### src/sv/ntcbt_pkg.sv
// Shared constants, types and helpers for the NTC beta temperature unit.
package ntcbt_pkg;

  localparam int ADC_BITS_DEF  = 12;
  localparam int FRAC_BITS_DEF = 28;

  localparam int RES_W  = 20;   // resistor registers
  localparam int BETA_W = 14;
  localparam int CFG_W  = 20;   // widest register
  localparam int IDX_W  = 2;
  localparam int TEMP_W = 11;

  localparam logic [IDX_W-1:0] CFG_SERIES  = 2'd0;
  localparam logic [IDX_W-1:0] CFG_NOMINAL = 2'd1;
  localparam logic [IDX_W-1:0] CFG_BETA    = 2'd2;

  localparam logic [RES_W-1:0]  SERIES_RST  = 20'd10000;
  localparam logic [RES_W-1:0]  NOMINAL_RST = 20'd10000;
  localparam logic [BETA_W-1:0] BETA_RST    = 14'd3950;

  localparam logic [TEMP_W-1:0] TEMP_LOW_CLAMP  = 11'h6EF;  // -273
  localparam logic [TEMP_W-1:0] TEMP_HIGH_CLAMP = 11'd1023;
  localparam logic [TEMP_W-1:0] TEMP_ZERO_CODE  = 11'h7D8;  // -40
  localparam logic [TEMP_W-1:0] TEMP_FULL_CODE  = 11'd125;
  localparam int               TEMP_LOW_MAG    = 273;
  localparam int               TEMP_HIGH_MAG   = 1023;

  localparam logic [63:0] LN2_Q64   = 64'hB17217F7D1CF79AB;
  localparam int          ZERO_C_CK = 27315;   // 273.15 K in hundredths
  localparam int          T25_CK    = 29815;   // 298.15 K in hundredths

  typedef enum logic [3:0] {
    S_IDLE,
    S_PA,
    S_PB,
    S_NORM,
    S_DY,
    S_MY2,
    S_MT,
    S_DT,
    S_LN,
    S_DBL,
    S_DB,
    S_DD,
    S_MK,
    S_DN,
    S_FIN
  } state_t;

  // odd series divisor for term index 0,1,2
  function automatic logic [2:0] term_div(input logic [1:0] k);
    case (k)
      2'd0:    term_div = 3'd3;
      2'd1:    term_div = 3'd5;
      default: term_div = 3'd7;
    endcase
  endfunction

endpackage

### src/sv/ntcbt_if.sv
// Stream interfaces for sample beats and temperature beats.
interface ntcbt_in_if #(
  parameter int SAMPLE_W = ntcbt_pkg::ADC_BITS_DEF
);
  logic                valid;
  logic                ready;
  logic [SAMPLE_W-1:0] adc_sample;
  modport source (output valid, output adc_sample, input ready);
  modport sink   (input valid, input adc_sample, output ready);
endinterface

interface ntcbt_out_if;
  logic                               valid;
  logic                               ready;
  logic signed [ntcbt_pkg::TEMP_W-1:0] temp_celsius;
  logic                               saturated;
  modport source (output valid, output temp_celsius, output saturated, input ready);
  modport sink   (input valid, input temp_celsius, input saturated, output ready);
endinterface

### src/sv/ntc_beta_temperature_unit.sv
// NTC thermistor beta-equation temperature unit, shared shift-add multiplier and divider.
//
//  channel   dir  handshake       payload
//  in_ch     in   valid/ready     adc_sample [ADC_BITS]
//  out_ch    out  valid/ready     temp_celsius [11] signed, saturated
//  cfg_*     in   cfg_we only     cfg_index [2], cfg_data [20]
//
// A sample runs from the accept cycle to the result load through PA, PB, NORM (one
// step per normalizing shift), the series, log and division states, and FIN.
// The time is set by one bit-serial multiplier (FRAC_BITS steps,
// five products) and one restoring divider (one quotient bit per cycle, six quotients).
// Zero and full-scale samples skip the arithmetic and go straight to FIN.
// in_ch.ready is high only while idle; one result register lets the next sample
// start while a result beat waits. Synchronous active-low reset clears control.
module ntc_beta_temperature_unit #(
  parameter int ADC_BITS  = ntcbt_pkg::ADC_BITS_DEF,
  parameter int FRAC_BITS = ntcbt_pkg::FRAC_BITS_DEF
) (
  input  logic                          clk,
  input  logic                          rst_n,
  ntcbt_in_if.sink                      in_ch,
  ntcbt_out_if.source                   out_ch,
  input  logic                          cfg_we,
  input  logic [ntcbt_pkg::IDX_W-1:0]   cfg_index,
  input  logic [ntcbt_pkg::CFG_W-1:0]   cfg_data
);

  localparam int AB  = ADC_BITS;
  localparam int Q   = FRAC_BITS;
  localparam int RW0 = ntcbt_pkg::RES_W;
  localparam int ABW = RW0 + AB;
  localparam int EW  = $clog2(ABW + 1) + 1;
  localparam int LNW = Q + 7;
  localparam int PW  = ((2 * Q > Q + 21) ? 2 * Q : Q + 21) + 1;
  localparam int NW  = Q + 22;
  localparam int RW  = (ABW + 2 > Q + 14) ? ABW + 2 : Q + 14;
  localparam int CW  = $clog2(NW + 1);
  localparam int TW  = ntcbt_pkg::TEMP_W;

  localparam logic [63:0] LN2Q64 =
    (ntcbt_pkg::LN2_Q64 + (64'd1 << (63 - Q))) >> (64 - Q);
  localparam logic [63:0] INV64 =
    ((64'd100 << Q) + 64'(ntcbt_pkg::T25_CK / 2)) / 64'(ntcbt_pkg::T25_CK);
  localparam logic [Q-1:0]   LN2Q    = LN2Q64[Q-1:0];
  localparam logic [LNW-1:0] INV_T25 = INV64[LNW-1:0];
  localparam logic [NW:0]    ONE_CK  = (NW + 1)'(64'd100 << Q);
  localparam logic [AB-1:0]  FULL    = {AB{1'b1}};

  ntcbt_pkg::state_t state_r, state_nxt;

  logic [RW0-1:0]                series_r, nominal_r;
  logic [ntcbt_pkg::BETA_W-1:0]  beta_r;
  logic [RW0-1:0]                ser_nz, nom_nz;
  logic [ntcbt_pkg::BETA_W-1:0]  beta_nz;

  logic [AB-1:0]  s_r, s_nxt;
  logic [ABW-1:0] a_r, a_nxt, b_r, b_nxt;
  logic [EW-1:0]  e_r, e_nxt;
  logic           yneg_r, yneg_nxt;
  logic [Q-1:0]   ymag_r, ymag_nxt, y2_r, y2_nxt, t_r, t_nxt;
  logic [Q:0]     smag_r, smag_nxt;
  logic [1:0]     k_r, k_nxt;
  logic [LNW-1:0] lnx_r, lnx_nxt, d_r, d_nxt;
  logic           nneg_r, nneg_nxt;
  logic [TW-1:0]  res_r, res_nxt;
  logic           rsat_r, rsat_nxt;

  logic [PW-1:0]  mc_r, mc_nxt, acc_r, acc_nxt;
  logic [Q-1:0]   mp_r, mp_nxt;
  logic [RW-1:0]  rem_r, rem_nxt;
  logic [RW-2:0]  dv_r, dv_nxt;
  logic [NW-1:0]  nsh_r, nsh_nxt, q_r, q_nxt;
  logic [CW-1:0]  cnt_r, cnt_nxt;

  logic           ov_r, ov_nxt;
  logic [TW-1:0]  otemp_r, otemp_nxt;
  logic           osat_r, osat_nxt;

  // shared step units
  logic [RW-1:0]  rem_sh;
  logic           q_bit;
  logic           unit_done;
  logic [ABW:0]   ab_sum;
  logic [ABW-1:0] ab_diff;
  logic [EW-1:0]  e_mag;
  logic [LNW-1:0] e_prod;
  logic [LNW-1:0] two_s, e_term, lnx_mag, qsel;
  logic [NW:0]    num_w;
  logic [RW-2:0]  d_ext;
  logic           take_out;

  assign ser_nz  = (series_r == '0)  ? RW0'(1) : series_r;
  assign nom_nz  = (nominal_r == '0) ? RW0'(1) : nominal_r;
  assign beta_nz = (beta_r == '0)    ? ntcbt_pkg::BETA_W'(1) : beta_r;

  assign rem_sh    = {rem_r[RW-2:0], nsh_r[NW-1]};
  assign q_bit     = (rem_sh >= {1'b0, dv_r});
  assign unit_done = (cnt_r == '0);
  assign ab_sum    = {1'b0, a_r} + {1'b0, b_r};
  assign ab_diff   = (a_r < b_r) ? (b_r - a_r) : (a_r - b_r);
  assign e_mag     = e_r[EW-1] ? (EW'(0) - e_r) : e_r;
  assign e_prod    = LNW'(e_mag) * LNW'(LN2Q);
  assign two_s     = yneg_r ? (LNW'(0) - LNW'({smag_r, 1'b0})) : LNW'({smag_r, 1'b0});
  assign e_term    = e_r[EW-1] ? (LNW'(0) - e_prod) : e_prod;
  assign lnx_mag   = lnx_r[LNW-1] ? (LNW'(0) - lnx_r) : lnx_r;
  assign qsel      = lnx_r[LNW-1] ? (LNW'(0) - q_r[LNW-1:0]) : q_r[LNW-1:0];
  assign num_w     = ONE_CK - (NW + 1)'(acc_r);
  assign d_ext     = (RW - 1)'(d_r);
  assign take_out  = out_ch.valid && out_ch.ready;

  assign in_ch.ready         = (state_r == ntcbt_pkg::S_IDLE);
  assign out_ch.valid        = ov_r;
  assign out_ch.temp_celsius = otemp_r;
  assign out_ch.saturated    = osat_r;

  // next state
  always_comb begin
    state_nxt = state_r;
    case (state_r)
      ntcbt_pkg::S_IDLE: begin
        if (in_ch.valid) begin
          if (in_ch.adc_sample == '0 || in_ch.adc_sample == FULL) state_nxt = ntcbt_pkg::S_FIN;
          else state_nxt = ntcbt_pkg::S_PA;
        end
      end
      ntcbt_pkg::S_PA: state_nxt = ntcbt_pkg::S_PB;
      ntcbt_pkg::S_PB: state_nxt = ntcbt_pkg::S_NORM;
      ntcbt_pkg::S_NORM: begin
        if (!({1'b0, a_r} >= {b_r, 1'b0}) && !({a_r, 1'b0} < {1'b0, b_r}))
          state_nxt = ntcbt_pkg::S_DY;
      end
      ntcbt_pkg::S_DY:  if (unit_done) state_nxt = ntcbt_pkg::S_MY2;
      ntcbt_pkg::S_MY2: if (unit_done) state_nxt = ntcbt_pkg::S_MT;
      ntcbt_pkg::S_MT:  if (unit_done) state_nxt = ntcbt_pkg::S_DT;
      ntcbt_pkg::S_DT: begin
        if (unit_done) state_nxt = (k_r == 2'd2) ? ntcbt_pkg::S_LN : ntcbt_pkg::S_MT;
      end
      ntcbt_pkg::S_LN:  state_nxt = ntcbt_pkg::S_DBL;
      ntcbt_pkg::S_DBL: state_nxt = ntcbt_pkg::S_DB;
      ntcbt_pkg::S_DB:  if (unit_done) state_nxt = ntcbt_pkg::S_DD;
      ntcbt_pkg::S_DD: begin
        if (d_r == '0 || d_r[LNW-1]) state_nxt = ntcbt_pkg::S_FIN;
        else state_nxt = ntcbt_pkg::S_MK;
      end
      ntcbt_pkg::S_MK:  if (unit_done) state_nxt = ntcbt_pkg::S_DN;
      ntcbt_pkg::S_DN:  if (unit_done) state_nxt = ntcbt_pkg::S_FIN;
      ntcbt_pkg::S_FIN: if (!ov_r || out_ch.ready) state_nxt = ntcbt_pkg::S_IDLE;
      default: state_nxt = ntcbt_pkg::S_IDLE;
    endcase
  end

  // datapath and outputs
  always_comb begin
    s_nxt    = s_r;
    a_nxt    = a_r;
    b_nxt    = b_r;
    e_nxt    = e_r;
    yneg_nxt = yneg_r;
    ymag_nxt = ymag_r;
    y2_nxt   = y2_r;
    t_nxt    = t_r;
    smag_nxt = smag_r;
    k_nxt    = k_r;
    lnx_nxt  = lnx_r;
    d_nxt    = d_r;
    nneg_nxt = nneg_r;
    res_nxt  = res_r;
    rsat_nxt = rsat_r;
    mc_nxt   = mc_r;
    mp_nxt   = mp_r;
    acc_nxt  = acc_r;
    rem_nxt  = rem_r;
    dv_nxt   = dv_r;
    nsh_nxt  = nsh_r;
    q_nxt    = q_r;
    cnt_nxt  = cnt_r;
    ov_nxt    = take_out ? 1'b0 : ov_r;
    otemp_nxt = otemp_r;
    osat_nxt  = osat_r;

    // shared units step whenever their count is running
    if (!unit_done) begin
      cnt_nxt = cnt_r - CW'(1);
      case (state_r)
        ntcbt_pkg::S_MY2, ntcbt_pkg::S_MT, ntcbt_pkg::S_MK: begin
          if (mp_r[0]) acc_nxt = acc_r + mc_r;
          mc_nxt = {mc_r[PW-2:0], 1'b0};
          mp_nxt = {1'b0, mp_r[Q-1:1]};
        end
        default: begin
          rem_nxt = q_bit ? (rem_sh - {1'b0, dv_r}) : rem_sh;
          q_nxt   = {q_r[NW-2:0], q_bit};
          nsh_nxt = {nsh_r[NW-2:0], 1'b0};
        end
      endcase
    end else begin
      case (state_r)
        ntcbt_pkg::S_IDLE: begin
          if (in_ch.valid) begin
            s_nxt    = in_ch.adc_sample;
            rsat_nxt = 1'b0;
            res_nxt  = (in_ch.adc_sample == '0) ? ntcbt_pkg::TEMP_ZERO_CODE
                                                : ntcbt_pkg::TEMP_FULL_CODE;
          end
        end
        ntcbt_pkg::S_PA: a_nxt = ABW'(ser_nz) * ABW'(s_r);
        ntcbt_pkg::S_PB: begin
          b_nxt = ABW'(FULL - s_r) * ABW'(nom_nz);
          e_nxt = '0;
        end
        ntcbt_pkg::S_NORM: begin
          if ({1'b0, a_r} >= {b_r, 1'b0}) begin
            b_nxt = {b_r[ABW-2:0], 1'b0};
            e_nxt = e_r + EW'(1);
          end else if ({a_r, 1'b0} < {1'b0, b_r}) begin
            a_nxt = {a_r[ABW-2:0], 1'b0};
            e_nxt = e_r - EW'(1);
          end else begin
            // y = |a-b| / (a+b), fraction bits only
            yneg_nxt = (a_r < b_r);
            rem_nxt  = RW'(ab_diff);
            dv_nxt   = (RW - 1)'(ab_sum);
            nsh_nxt  = '0;
            q_nxt    = '0;
            cnt_nxt  = CW'(Q);
          end
        end
        ntcbt_pkg::S_DY: begin
          ymag_nxt = q_r[Q-1:0];
          mc_nxt   = PW'(q_r[Q-1:0]);
          mp_nxt   = q_r[Q-1:0];
          acc_nxt  = '0;
          cnt_nxt  = CW'(Q);
        end
        ntcbt_pkg::S_MY2: begin
          y2_nxt   = acc_r[Q +: Q];
          smag_nxt = (Q + 1)'(ymag_r);
          k_nxt    = 2'd0;
          mc_nxt   = PW'(ymag_r);
          mp_nxt   = acc_r[Q +: Q];
          acc_nxt  = '0;
          cnt_nxt  = CW'(Q);
        end
        ntcbt_pkg::S_MT: begin
          t_nxt   = acc_r[Q +: Q];
          rem_nxt = '0;
          dv_nxt  = (RW - 1)'(ntcbt_pkg::term_div(k_r));
          nsh_nxt = NW'(acc_r[Q +: Q]);
          q_nxt   = '0;
          cnt_nxt = CW'(NW);
        end
        ntcbt_pkg::S_DT: begin
          smag_nxt = smag_r + (Q + 1)'(q_r);
          if (k_r != 2'd2) begin
            k_nxt   = k_r + 2'd1;
            mc_nxt  = PW'(t_r);
            mp_nxt  = y2_r;
            acc_nxt = '0;
            cnt_nxt = CW'(Q);
          end
        end
        ntcbt_pkg::S_LN: lnx_nxt = two_s + e_term;
        ntcbt_pkg::S_DBL: begin
          rem_nxt = '0;
          dv_nxt  = (RW - 1)'(beta_nz);
          nsh_nxt = NW'(lnx_mag);
          q_nxt   = '0;
          cnt_nxt = CW'(NW);
        end
        ntcbt_pkg::S_DB: d_nxt = INV_T25 + qsel;
        ntcbt_pkg::S_DD: begin
          if (d_r == '0) begin
            res_nxt  = ntcbt_pkg::TEMP_HIGH_CLAMP;
            rsat_nxt = 1'b1;
          end else if (d_r[LNW-1]) begin
            res_nxt  = ntcbt_pkg::TEMP_LOW_CLAMP;
            rsat_nxt = 1'b1;
          end else begin
            mc_nxt  = PW'(d_r);
            mp_nxt  = Q'(ntcbt_pkg::ZERO_C_CK);
            acc_nxt = '0;
            cnt_nxt = CW'(Q);
          end
        end
        ntcbt_pkg::S_MK: begin
          // num = 100*2^Q - 27315*d, divided by 100*d as magnitudes
          nneg_nxt = num_w[NW];
          nsh_nxt  = num_w[NW] ? NW'((NW + 1)'(0) - num_w) : num_w[NW-1:0];
          dv_nxt   = (d_ext << 6) + (d_ext << 5) + (d_ext << 2);
          rem_nxt  = '0;
          q_nxt    = '0;
          cnt_nxt  = CW'(NW);
        end
        ntcbt_pkg::S_DN: begin
          rsat_nxt = 1'b0;
          if (nneg_r) begin
            if (q_r > NW'(ntcbt_pkg::TEMP_LOW_MAG)) begin
              res_nxt  = ntcbt_pkg::TEMP_LOW_CLAMP;
              rsat_nxt = 1'b1;
            end else begin
              res_nxt = TW'(0) - q_r[TW-1:0];
            end
          end else if (q_r > NW'(ntcbt_pkg::TEMP_HIGH_MAG)) begin
            res_nxt  = ntcbt_pkg::TEMP_HIGH_CLAMP;
            rsat_nxt = 1'b1;
          end else begin
            res_nxt = q_r[TW-1:0];
          end
        end
        ntcbt_pkg::S_FIN: begin
          if (!ov_r || out_ch.ready) begin
            ov_nxt    = 1'b1;
            otemp_nxt = res_r;
            osat_nxt  = rsat_r;
          end
        end
        default: ;
      endcase
    end
  end

  always_ff @(posedge clk) begin
    if (!rst_n) begin
      state_r   <= ntcbt_pkg::S_IDLE;
      cnt_r     <= '0;
      ov_r      <= 1'b0;
      series_r  <= ntcbt_pkg::SERIES_RST;
      nominal_r <= ntcbt_pkg::NOMINAL_RST;
      beta_r    <= ntcbt_pkg::BETA_RST;
    end else begin
      state_r <= state_nxt;
      cnt_r   <= cnt_nxt;
      ov_r    <= ov_nxt;
      if (cfg_we) begin
        case (cfg_index)
          ntcbt_pkg::CFG_SERIES:  series_r  <= cfg_data[RW0-1:0];
          ntcbt_pkg::CFG_NOMINAL: nominal_r <= cfg_data[RW0-1:0];
          ntcbt_pkg::CFG_BETA:    beta_r    <= cfg_data[ntcbt_pkg::BETA_W-1:0];
          default: ;
        endcase
      end
    end
  end

  always_ff @(posedge clk) begin
    s_r     <= s_nxt;
    a_r     <= a_nxt;
    b_r     <= b_nxt;
    e_r     <= e_nxt;
    yneg_r  <= yneg_nxt;
    ymag_r  <= ymag_nxt;
    y2_r    <= y2_nxt;
    t_r     <= t_nxt;
    smag_r  <= smag_nxt;
    k_r     <= k_nxt;
    lnx_r   <= lnx_nxt;
    d_r     <= d_nxt;
    nneg_r  <= nneg_nxt;
    res_r   <= res_nxt;
    rsat_r  <= rsat_nxt;
    mc_r    <= mc_nxt;
    mp_r    <= mp_nxt;
    acc_r   <= acc_nxt;
    rem_r   <= rem_nxt;
    dv_r    <= dv_nxt;
    nsh_r   <= nsh_nxt;
    q_r     <= q_nxt;
    otemp_r <= otemp_nxt;
    osat_r  <= osat_nxt;
  end

endmodule

### src/flat_wrapper.sv
// flat-port wrapper written by rule: the top's interface ports become plain ports
module ntc_beta_temperature_unit_flat 
#(
  parameter int ADC_BITS  = ntcbt_pkg::ADC_BITS_DEF,
  parameter int FRAC_BITS = ntcbt_pkg::FRAC_BITS_DEF
)
  (clk, rst_n, cfg_we, cfg_index, cfg_data, in_ch_valid, in_ch_adc_sample, in_ch_ready, out_ch_valid, out_ch_temp_celsius, out_ch_saturated, out_ch_ready);
  ntcbt_in_if in_ch_i ();
  ntcbt_out_if out_ch_i ();
  input  logic clk;
  input  logic rst_n;
  input  logic cfg_we;
  input  logic [ntcbt_pkg::IDX_W-1:0] cfg_index;
  input  logic [ntcbt_pkg::CFG_W-1:0] cfg_data;
  input wire logic [$bits(in_ch_i.valid)-1:0] in_ch_valid;
  input wire logic [$bits(in_ch_i.adc_sample)-1:0] in_ch_adc_sample;
  output wire logic [$bits(in_ch_i.ready)-1:0] in_ch_ready;
  output wire logic [$bits(out_ch_i.valid)-1:0] out_ch_valid;
  output wire logic [$bits(out_ch_i.temp_celsius)-1:0] out_ch_temp_celsius;
  output wire logic [$bits(out_ch_i.saturated)-1:0] out_ch_saturated;
  input wire logic [$bits(out_ch_i.ready)-1:0] out_ch_ready;
  assign in_ch_i.valid = in_ch_valid;
  assign in_ch_i.adc_sample = in_ch_adc_sample;
  assign in_ch_ready = in_ch_i.ready;
  assign out_ch_valid = out_ch_i.valid;
  assign out_ch_temp_celsius = out_ch_i.temp_celsius;
  assign out_ch_saturated = out_ch_i.saturated;
  assign out_ch_i.ready = out_ch_ready;
  ntc_beta_temperature_unit #(.ADC_BITS(ADC_BITS), .FRAC_BITS(FRAC_BITS)) u_core (.clk(clk), .rst_n(rst_n), .in_ch(in_ch_i), .out_ch(out_ch_i), .cfg_we(cfg_we), .cfg_index(cfg_index), .cfg_data(cfg_data));
endmodule
### config.mk
export PLATFORM = sky130hd
export DESIGN_NAME = ntc_beta_temperature_unit_flat
export DESIGN_NICKNAME = d
export VERILOG_FILES = /design/src/sv/ntcbt_pkg.sv /design/src/sv/ntcbt_if.sv /design/src/sv/ntc_beta_temperature_unit.sv /design/src/flat_wrapper.sv
export SDC_FILE = /design/constraint.sdc
export NUM_CORES = 2
export LEC_CHECK = 0
export ABC_AREA = 1
export BUFFER_PORTS_ARGS = -buffer_cell sky130_fd_sc_hd__buf_2
export CAP_MARGIN = 15
export CORE_MARGIN = 2
export CORE_UTILIZATION = 60
export CTS_CLUSTER_DIAMETER = 200
export DETAILED_ROUTE_END_ITERATION = 8
export HOLD_SLACK_MARGIN = 0.08
export PLACE_DENSITY = 0.72
export SETUP_SLACK_MARGIN = 0.05
export SLEW_MARGIN = 0
export SYNTH_ARGS = -nofsm -noshare
export SYNTH_HDL_FRONTEND = slang
export SYNTH_SLANG_ARGS = --single-unit
export TNS_END_PERCENT = 10
### constraint.sdc
create_clock -name clk -period 38.3 [get_ports clk]
set_input_delay 5.745 -clock clk [delete_from_list [all_inputs] [get_ports clk]]
set_output_delay 5.745 -clock clk [all_outputs]
set_load 0.01 [all_outputs]
==> out/qor.csv <==
stage,metric,value,unit
drt,ant_nets,0,
drt,routedWlPerCell,22.09,um
grt,antenna_found_initial,7,
sta,worst_pin_slew,1.198,ns
sta,tns,0,ns
synth,avgSynthCellArea,7.435,sq um
clock_tree,clock_sinks,681,
layout,area_growth,6.407,%
drt,firstDrtPassIters,8,
clock_tree,clk_path_buf_depth,3,
grt,globalRouteTotalUtil,0.3988,
placement,placed_area,76600,sq um
flow_run,drv_cap,0,
drt,detail_route.iter0.violations,8997,
sta,min_period,8.856,ns
sta,fin_worst_skew,0.06313,ns
layout,drive_gt1_frac,0.04836,
floorplan,die_h,356.8,um
worst_setup_path,cp_common_cell,nand2_1,
clock_tree,cts.clk_slew.worst_paths,0.06,ns
grt,grt_max_degree,155,
worst_setup_path,critPathSlowestCell,xor2_1,
drt,num_vias,70650,
floorplan,rows,129,
hold_path,hold_class,flip-flop to flip-flop,
grt,grt_pass1_vias,66740,
synth,async_reset_ff_frac,0,
sta,slew_headroom,0.1903,
floorplan,initial_core_util,0.6042,
clock_tree,ctsResizeCount,0,
sta,drv_slew,0,
sta,rsz0062_at_grt,no,
synth,syn_inst,10050,
run_status,status,"complete, no violations",
synth,synth_top_cell_area_share,0.2476,
synth,ys_seq_area_frac,0.2650,
synth,synthTopCellsByArea,"edfxtp_1, nand2_1, fa_1",
floorplan,io_pins,53,
worst_setup_path,startpoint_type,flip-flop,
synth,yosys.area.top_type,edfxtp_1,
sta,hold_viol,0,
synth,synth-seq-cells,681,
floorplan,dieArea,127300,sq um
worst_setup_path,worstPathRequired,38.76,ns
drt,route.detailed.drc,0,
drt,vias_per_cell,6.040,
floorplan,core_area,123600,sq um
drt,drt-total-wl,258400,um
layout,postLayoutCellArea,79490,sq um
worst_setup_path,worstSetupPathType,flip-flop to flip-flop,
placement,dp_hpwl,207600,um
synth,synth_edf_count,616,
clock_tree,post-cts-setup-buffers,0,
clock_tree,ctsHtreeMaxLevel,3,
synth,synth.most_common_cell,nand2_1,
worst_setup_path,max_stage_delay,0.65,ns
clock_tree,cts_buffers,80,
placement,dp_slack,29.43,ns
synth,netlist_area,74700,sq um
layout,final_nets,11140,
clock_tree,hold_buffers,0,
synth,synth.distinct_cells,79,
worst_setup_path,crit_path_end_kind,flip-flop,
sta,finalWorstSetupSlack,29.44,ns
clock_tree,cts_tree,done,
synth,synth_nets,11210,
worst_setup_path,arrival,9.31,ns
worst_setup_path,crit_fanout,16,
placement,io_buffers,52,
grt,grt_first_pass_wirelength,389500,um
synth,yosys_warnings,0,
synth,ys.flop_type,edfxtp_1,
grt,grt.overflow.total,0,
synth,synth_commonest_cells,"nand2_1, inv_1, nor2_1",
sta,setup_viol,0,
sta,clock.fmax,112.9,MHz
clock_tree,cts_root_buf,clkbuf_16,
floorplan,die_w,356.8,um
sta,final.period_utilization,0.2312,
layout,final_core_util,0.6429,
clock_tree,clock_latency,0.74,ns
placement,gp_congestion,1.059,
[state kept, by name, indices dropped and copies added (netlist names), 14 cells and up]
register and cells:
u_core.smag_r 29, u_core.b_r 32, u_core.beta_r 14, u_core.lnx_r 35, u_core.series_r 20, u_core.mc_r 56, u_core.mp_r 28, u_core.rem_r 41
u_core.ymag_r 28, u_core.nsh_r 50, u_core.d_r 35, u_core.acc_r 56, u_core.t_r 28, u_core.q_r 50, u_core.a_r 32, u_core.nominal_r 20
u_core.dv_r 41, u_core.y2_r 28
[cells in the final DEF, fill, tap and decap left out, types with 18 or more instances in the layout]
master,count
o21ai_0,613
or2_2,43
nor2_2,40
a211oi_1,25
dfxtp_1,65
a21oi_1,657
nand3b_1,22
buf_4,66
xnor2_1,88
nor2_1,923
o221ai_1,24
o211ai_1,63
o21ai_1,50
inv_1,1626
nand2_1,2449
clkbuf_16,81
inv_2,36
nand4_1,109
nor3_1,102
nand3_1,432
nand2_2,28
clkinv_1,19
o21bai_1,35
fa_1,431
nor2_4,19
edfxtp_1,616
xor2_1,175
o21a_1,33
a21o_1,36
a221oi_1,18
o22ai_1,26
a31oi_1,69
buf_2,52
ha_1,688
nor4_1,46
[worst max-delay path: cells and delay by family, from the launching register on]
family	cells	cell delay, ns
buffers and inverters	6	1.09
AOI/OAI and AO/OA	3	0.69
and+or+nand+nor	17	2.24
DFF	1	0.35
adders and majority gates	7	3.05
xor gates and xnor gates	4	1.21
[metal layers]
layer	vias up	global-route usage	wire [um]
met2	4026	0.6063	110900
met4	8	0.1786	13640
li1	32700	-	-
met3	605	0.08760	29020
met1	33320	0.5471	104800
met5	-	0	54
[final timing paths]
kind	to	startpoint	cells past startpoint	slack [ns]
worst max register to register	u_core.lnx_r[28]	u_core.e_r[0]	37	29.44
worst min-delay path	u_core.cnt_r[1]	u_core.cnt_r[1]	2	0.49
worst max-delay path	u_core.lnx_r[28]	u_core.e_r[0]	37	29.44
worst min register to register	u_core.cnt_r[1]	u_core.cnt_r[1]	2	0.49
[layout make-up]
cell class              instances  area (sq um)
clock buffers                  94          2100
clock inverters                54         748.2
flip-flops and latches        681         19800
well taps                    1637          2048
multi-input cells            7421         47670
diodes                         10         25.02
inverters                    1680          6311
fillers                     10810         44150
repair buffers                120         787.0
[cell families (layout without fill, tap and decap cells)]
family	after synthesis	in the layout	synth area share
xor+xnor	273	273	0.03316
fa+ha+maj	1119	1119	0.2307
other cells	0	10	0
compound gates	1757	1757	0.1330
simple gates	4272	4272	0.2394
flops	681	681	0.2650
buf+inv	1945	1948	0.09861
[stage by stage]
stage / hold WS (ns) / instances
final: 0.4901 / 11700
after CTS: 0.4883 / 11690
after global routing: 0.5057 / 11690
after floorplan: 0.4003 / 10050
after global placement: 0.4557 / 11540
after detailed placement: 0.4787 / 11540
Power is not shown: default switching activity piles up to over one toggle a cycle in this logic, so the estimate is an artifact.
